--- src/rtl/core/sfgp_pkg.sv ---
// ----------------------------------------------------------------------------
// sfgp_pkg: shared types and constants for the stroke font glyph plotter
// Table geometry, action and register codes, controller/datapath structs.
// ----------------------------------------------------------------------------
package sfgp_pkg;

   localparam int TABLE_ROWS  = 2048;
   localparam int ADDR_W      = $clog2(TABLE_ROWS);
   localparam int IDX_W       = ADDR_W + 1;
   localparam int ROW_W       = 18;
   localparam int MAX_STROKES = 64;
   localparam int CNT_W       = $clog2(MAX_STROKES + 1);

   // ceil(2^16 / 9): exact floor(m/9) for m below 2^14
   localparam logic [12:0] RECIP_NINTH = 13'd7282;

   localparam logic [1:0] ACT_LOAD = 2'd0;
   localparam logic [1:0] ACT_WORD = 2'd1;
   localparam logic [1:0] ACT_CHAR = 2'd2;

   localparam logic [1:0] REG_HEIGHT = 2'd0;
   localparam logic [1:0] REG_WIDTH  = 2'd1;
   localparam logic [1:0] REG_ROWS   = 2'd2;

   typedef struct packed {
      logic       marker;
      logic [7:0] first;
      logic [7:0] second;
      logic       pen;
   } row_type;

   typedef struct packed {
      logic req_ready;
      logic scan_clr;
      logic scan_inc;
      logic row_ld;
      logic offs;
      logic word;
      logic mul;
      logic div;
      logic fin;
      logic push;
      logic last;
      logic col_inc;
   } dp_cmd_type;

   typedef struct packed {
      logic       accept;
      logic [1:0] action;
      logic       scan_end;
      logic       row_marker;
      logic       code_match;
      logic       rsp_free;
   } dp_sts_type;

endpackage

--- src/rtl/core/sfgp_ctrl.sv ---
// ----------------------------------------------------------------------------
// sfgp_ctrl: controller of the stroke font glyph plotter
// Sequences word wrap, table scan, stroke arithmetic and result hand-off.
// ----------------------------------------------------------------------------
module sfgp_ctrl (
   input  logic                 clock,
   input  logic                 reset,
   input  sfgp_pkg::dp_sts_type sts,
   output sfgp_pkg::dp_cmd_type cmd
);
   import sfgp_pkg::*;

   typedef enum logic [3:0] {
      S_IDLE, S_WORD, S_OFFS, S_ADDR, S_EVAL, S_PUSH, S_MUL, S_DIV, S_FIN,
      S_TERM, S_ADV
   } state_type;

   state_type        state_ff, state_in;
   logic [CNT_W-1:0] cnt_ff, cnt_in;
   logic             found_ff, found_in;
   logic             pend_ff, pend_in;

   always_comb begin
      state_in = state_ff;
      cnt_in   = cnt_ff;
      found_in = found_ff;
      pend_in  = pend_ff;
      cmd      = '0;
      unique case (state_ff)
         S_IDLE: begin
            cmd.req_ready = 1'b1;
            if (sts.accept) begin
               if (sts.action == ACT_WORD) begin
                  state_in = S_WORD;
               end else if (sts.action == ACT_CHAR) begin
                  cmd.scan_clr = 1'b1;
                  cnt_in   = '0;
                  found_in = 1'b0;
                  pend_in  = 1'b0;
                  state_in = S_OFFS;
               end
            end
         end
         S_WORD: begin
            cmd.word = 1'b1;
            state_in = S_IDLE;
         end
         S_OFFS: begin
            cmd.offs = 1'b1;
            state_in = S_ADDR;
         end
         S_ADDR: begin
            state_in = sts.scan_end ? S_TERM : S_EVAL;
         end
         S_EVAL: begin
            cmd.row_ld   = 1'b1;
            cmd.scan_inc = 1'b1;
            state_in     = S_ADDR;
            if (!found_ff) begin
               if (sts.row_marker && sts.code_match) begin
                  found_in = 1'b1;
               end
            end else if (sts.row_marker) begin
               state_in = S_TERM;
            end else if (cnt_ff != CNT_W'(MAX_STROKES)) begin
               state_in = pend_ff ? S_PUSH : S_MUL;
            end
         end
         S_PUSH: begin
            // a newer stroke exists, so the held one is not the last
            if (sts.rsp_free) begin
               cmd.push = 1'b1;
               pend_in  = 1'b0;
               state_in = S_MUL;
            end
         end
         S_MUL: begin
            cmd.mul  = 1'b1;
            state_in = S_DIV;
         end
         S_DIV: begin
            cmd.div  = 1'b1;
            state_in = S_FIN;
         end
         S_FIN: begin
            cmd.fin  = 1'b1;
            pend_in  = 1'b1;
            cnt_in   = cnt_ff + CNT_W'(1);
            state_in = S_ADDR;
         end
         S_TERM: begin
            if (!pend_ff) begin
               state_in = S_ADV;
            end else if (sts.rsp_free) begin
               cmd.push = 1'b1;
               cmd.last = 1'b1;
               pend_in  = 1'b0;
               state_in = S_ADV;
            end
         end
         S_ADV: begin
            cmd.col_inc = 1'b1;
            state_in    = S_IDLE;
         end
         default: state_in = S_IDLE;
      endcase
   end

   always_ff @(posedge clock) begin
      if (reset) begin
         state_ff <= S_IDLE;
         cnt_ff   <= '0;
         found_ff <= 1'b0;
         pend_ff  <= 1'b0;
      end else begin
         state_ff <= state_in;
         cnt_ff   <= cnt_in;
         found_ff <= found_in;
         pend_ff  <= pend_in;
      end
   end

`ifndef SYNTHESIS
   a_cnt_max: assert property (@(posedge clock) disable iff (reset)
      cnt_ff <= CNT_W'(MAX_STROKES)) else $error("stroke count past limit");
   a_pend_found: assert property (@(posedge clock) disable iff (reset)
      pend_ff |-> found_ff) else $error("stroke held without a glyph");
   a_last_clears: assert property (@(posedge clock) disable iff (reset)
      (cmd.push && cmd.last) |=> !pend_ff && state_ff == S_ADV)
      else $error("final stroke hand-off left state behind");
`endif
endmodule
--- config.mk ---
export PLATFORM = sky130hd
export DESIGN_NAME = sfgp_ctrl
export DESIGN_NICKNAME = d
export VERILOG_FILES = /design/src/rtl/core/sfgp_pkg.sv /design/src/rtl/core/sfgp_ctrl.sv
export SDC_FILE = /design/constraint.sdc
export NUM_CORES = 1
export LEC_CHECK = 0
export BUFFER_PORTS_ARGS = -buffer_cell sky130_fd_sc_hd__buf_2
export CAP_MARGIN = 20
export CORE_ASPECT_RATIO = 1.1
export CORE_UTILIZATION = 45
export DETAILED_ROUTE_END_ITERATION = 6
export PLACE_DENSITY = 0.66
export SLEW_MARGIN = 10
export SYNTH_ARGS = -nofsm -noshare
export SYNTH_HDL_FRONTEND = slang
export SYNTH_SLANG_ARGS = --single-unit
--- constraint.sdc ---
create_clock -name clock -period 4.5 [get_ports clock]
set_input_delay 0.45 -clock clock [delete_from_list [all_inputs] [get_ports clock]]
set_output_delay 0.45 -clock clock [all_outputs]
set_load 0.02 [all_outputs]
---- Word-level counts from Yosys, hierarchy flattened ----
Index checks and enable logic that the tools add are counted.
operators by class
  add/subtract/negate cells ............... 1
  multipliers ............................. 0
  div/mod/pow operators ................... 0
  magnitude comparators ................... 0
  eq/ne operators ......................... 19
  shift operators ......................... 0
  mux-type cells .......................... 42
  bitwise operators ....................... 0
  reductions and logical operators ........ 10
operators by type and width
  operator                                                                count
  4-bit 2-to-1 mux                                                        9
  4-bit case mux with 8 select lines                                      1
  7-bit 2-to-1 mux                                                        3
  1-bit 2-to-1 mux                                                        19
  4-bit by 3-bit equality test with 1-bit output (second input constant)  4
  7-bit case mux with 2 select lines                                      1
  4-bit equality test (second input constant)                             3
  4-bit AND reduction                                                     3
  2-bit 2-to-1 mux                                                        5
  4-bit by 2-bit equality test with 1-bit output (second input constant)  2
  2-bit != test (second input constant)                                   4
  7-bit by 1-bit adder with 7-bit output (second input constant)          1
  7-bit != test (second input constant)                                   1
  3-bit != test (second input constant)                                   2
  5-bit AND reduction                                                     1
  4-bit by 1-bit equality test with 1-bit output (second input constant)  1
  4-bit logical NOT                                                       1
  1-bit case mux with 2 select lines                                      2
  1-bit case mux with 4 select lines                                      1
  2-bit nonzero test                                                      2
  4-bit nonzero test                                                      1
  3-bit 2-to-1 mux                                                        1
  2-bit by 1-bit equality test with 1-bit output (second input constant)  1
  2-bit equality test (second input constant)                             1
  other kinds (2)                                                         2
storage, ports and cells
  register bits ........................... 13
  bits in latches ......................... 0
  bits in writable memories ............... 0
  memory bits (read-only) ................. 0
  input bits .............................. 9
  output and inout bits ................... 12
  logic and storage cells ................. 76
  memories ................................ 0

---- Depth between registers and ports, before layout ----
  word-level depth ........................ 5
  gate-level depth with buffers ........... 7
  depth with buffers taken out ............ 6

---- Worst setup path after synthesis ----
OpenSTA, ideal clock, no wires.
  kind .................................... reg2out
  from .................................... register state_ff[1]
  to ...................................... output cmd[7] (netlist name)
  arrival ................................. 1.574 ns
  slack ................................... 2.476 ns
  stages on the path, launching flop included .. 4
  cells stage by stage .................... dfxtp_1 buf_2 clkbuf_1 nor4b_1
RTL lines
  item                    line              RTL
  from (decl)             sfgp_ctrl.sv:18   state_type state_ff, state_in;
  from (signal assigned)  sfgp_ctrl.sv:116  state_ff <= state_in;
  to (decl)               sfgp_ctrl.sv:9    output sfgp_pkg::dp_cmd_type cmd

==> summary.md <==
| Metric | Value |
|---|---|
| Worst Hold Class | `input pin to flip-flop` |
| Final setup margin | `2.26 ns` |
| EDFF count, synth | `0` |
| Max-Cap Viols | `0` |
| Mapped cell area | `0.00106 mm2` |
| IO Port Bufs | `20` |
| Syn avg cell area | `8.33 um2` |
| Maximum vdd drop | `0.209 mV` |
| Layout cells sized above 1 | `23.4%` |
| Share of the synthesized area in the top cell type | `24.6%` |
| Drt first pass iters | `4` |
| Fin. max-slew vios | `0` |
| Relative slew slack | `35.6%` |
| # clock sinks | `13` |
| Crit-path cells | `nand3b_1 > a21oi_1 > buf_2` |
| Clock-pin transition on the worst setup and hold timing paths | `0.07 ns` |
| # diodes | `0` |
| Pwr dens | `272 mW/mm2` |
| Rows | `18` |
| Final hold violation count | `0` |
| Die area | `0.00255 mm2` |
| Hold path depth | `2` |
| Fraction of registers with async set/reset | `0%` |
| Vias in the first global route | `822` |
| Setup_tns | `0 ns` |
| Startpoint Class | `flip-flop` |
| Worst skew pair latency | `0.28 ns` |
| Synthesized flop and latch total | `13` |
| Post-synthesis cell type count | `48` |
| Pleak | `0.425 nW` |
| Max Root-Sink Buffers | `2` |
| DRC | `0` |
| CP Capture Type | `primary output` |
| Post-CTS Resized | `0` |
| Syn Nets | `140` |
| Post-DP HPWL | `1630 um` |
| Crit Reg-Reg Endpoint | `pend_ff$_SDFFE_PP0P_` |
| P&R area growth vs syn | `10.2%` |
| Starting Density | `47.5%` |
| H-tree levels | `1` |
| CP max-delay cell | `dfxtp_1` |
| RSZ-0062 raised after global routing | `no` |
| Outcome | `finished clean` |
| Multi-input logic area | `706 um2` |
| Commonest non-fill, non-tap cell in the layout | `buf_2` |
| Max Clock Freq | `0.447 GHz` |
| Num ports | `21` |
| Core Region | `0.00223 mm2` |
| CP Data Arrival Time | `1.79 ns` |
| Vias per inst | `5.63` |
| Final setup fails | `0` |
| Hold Buf Count CTS | `0` |
| DP Worst Slack | `2.48 ns` |
| Initial antenna violation count | `0` |
| R2R Setup Slk | `2.46 ns` |
| Most common flop cell mapped by yosys | `dfxtp_1` |
| Tmin final | `2.24 ns` |
| WHS Endpoint | `state_ff[2]$_SDFFE_PP0P_` |
| Vias | `963` |
| R2r startpoint | `state_ff[3]$_SDFFE_PP0P_` |
| CP required | `4.05 ns` |
| Hold Startpoint | `reset` |
| Register area | `260 um2` |
| FILL cells | `226` |
| CTS Buf Count | `3` |
| First DRT Iteration DRCs | `15` |
| Area leader, netlist | `dfxtp_1` |
| Most frequent cells in the layout | `buf_2 (20), dfxtp_1 (13), nor2_1 (11)` |
| Width of the chip | `48.2 um` |
| First-pass GRT wire length | `3680 um` |
| ANT nets after route | `0` |
| Routability cong. | `0.870` |
| Crit-path max FO | `23` |
| Syn Inst Count | `127` |
| Gr usage total | `20.3%` |
| WL per Instance | `13.0 um` |
| Max stage delay on crit path | `0.96 ns` |
| Final #Nets | `155` |
| Critical path class | `flip-flop to primary output` |
| Largest net degree at the start of global routing | `24` |
| Global route overflow | `0` |
| Synth area leaders | `dfxtp_1 (25%), a21oi_1 (4.7%), ha_1 (4.7%), nor4b_4 (4.5%), nor2_1 (3.9%)` |
| Worst Reg-to-Reg Cells | `4` |
| Fin crit share | `49.8%` |
| Seq/Total Area, Yosys | `24.6%` |
| Clock root cell | `clkbuf_4` |
| CTS tree | `done` |
| Detailed Route WL | `2220 um` |
| Skew final | `0.00246 ns` |
| Pin slew with the least headroom to its limit | `0.964 ns` |
| Setup Fix Bufs, Post-CTS | `0` |
| Yosys warnings | `0` |
| Die H | `52.9 um` |
## worst max path at each step
stage | from | endpoint | slack (ns)
4_1_cts | state_ff[0]$_SDFFE_PP0P_ | cmd[2] | 2.23
2_1_floorplan | state_ff[1]$_SDFFE_PP0P_ | cmd[7] | 2.48
3_3_place_gp | state_ff[3]$_SDFFE_PP0P_ | pend_ff$_SDFFE_PP0P_ | 2.55
5_1_grt | state_ff[0]$_SDFFE_PP0P_ | cmd[2] | 2.09
6_report | state_ff[0]$_SDFFE_PP0P_ | cmd[2] | 2.26
3_5_place_dp | state_ff[3]$_SDFFE_PP0P_ | pend_ff$_SDFFE_PP0P_ | 2.48
## critical path: cells and delay by family (launching register included)
kind	cells	cell delay (ns)
compound gates	1	0.16
buf+inv	1	0.18
flops	1	0.96
simple gates	1	0.20
## cell usage after synthesis, types with 2 or more instances
| master | count |
|---|---|
| o2111ai_1 | 3 |
| dfxtp_1 | 13 |
| nand2_1 | 7 |
| nor2_1 | 11 |
| nand3b_1 | 4 |
| xor2_1 | 2 |
| nor4b_4 | 2 |
| nor3_1 | 6 |
| or3_1 | 4 |
| clkbuf_1 | 3 |
| ha_1 | 4 |
| o211ai_1 | 2 |
| a21oi_1 | 10 |
| buf_2 | 3 |
| buf_4 | 2 |
| nand2b_1 | 5 |
| inv_1 | 8 |
| o21ai_0 | 6 |
| a211oi_1 | 3 |
## flip-flops by register name (all words and copies together) (netlist names)
signal,count
cnt_ff,7
found_ff,1
state_ff,4
pend_ff,1
## metal layers
metal	vias to the layer above	global-route usage [%]	wire (um)	share of wire [%]
li1	498	-	-	-
met1	429	27.6	1080	49
met2	34	31.1	996	45
met3	2	5.12	131	5.9
met4	0	5.56	15	0.68
met5	-	0	0	0
## where the power goes
group	leakage [nW]	total, mW	internal (mW)	switching, mW
sequential	0.105	0.150	0.123	0.0269
combinational	0.304	0.0945	0.0434	0.0512
clock	0.0150	0.0729	0.0345	0.0384
## cells by family (layout without fill, tap and decap cells)
family | count (synthesis) | in the layout | synth area share (%)
buffers and inverters | 19 | 33 | 8.75
xor gates and xnor gates | 3 | 3 | 2.48
adders and majority gates | 4 | 4 | 4.73
AOI/OAI and AO/OA | 38 | 38 | 27.7
and+or+nand+nor | 49 | 49 | 30.9
muxes | 1 | 1 | 0.946
DFF | 13 | 13 | 24.6
## per-stage QoR
| step | instance area, um2 | utilization (%) | hold WS [ns] | std cells | total power [mW] |
|---|---|---|---|---|---|
| 2_1_floorplan | 1060 | - | 0.458 | 127 | 0.225 |
| 3_3_place_gp | 1140 | 51.1 | 0.476 | 167 | 0.245 |
| 3_5_place_dp | 1140 | 51.1 | 0.493 | 167 | 0.247 |
| 4_1_cts | 1170 | 52.3 | 0.388 | 171 | 0.320 |
| 5_1_grt | 1170 | 52.3 | 0.404 | 171 | 0.338 |
| 6_report | 1170 | 52.3 | 0.396 | 171 | 0.317 |
## cell type report
class                           instances  area share, %
Clock buffer                            4           2.25
Inverter                                9           3.11
Multi-Input combinational cell         95           60.5
Sequential cell                        13           22.3
Tap cell                               30           3.22
Timing Repair Buffer                   20           8.58
Note: power is estimated with default switching activity, not from simulation.
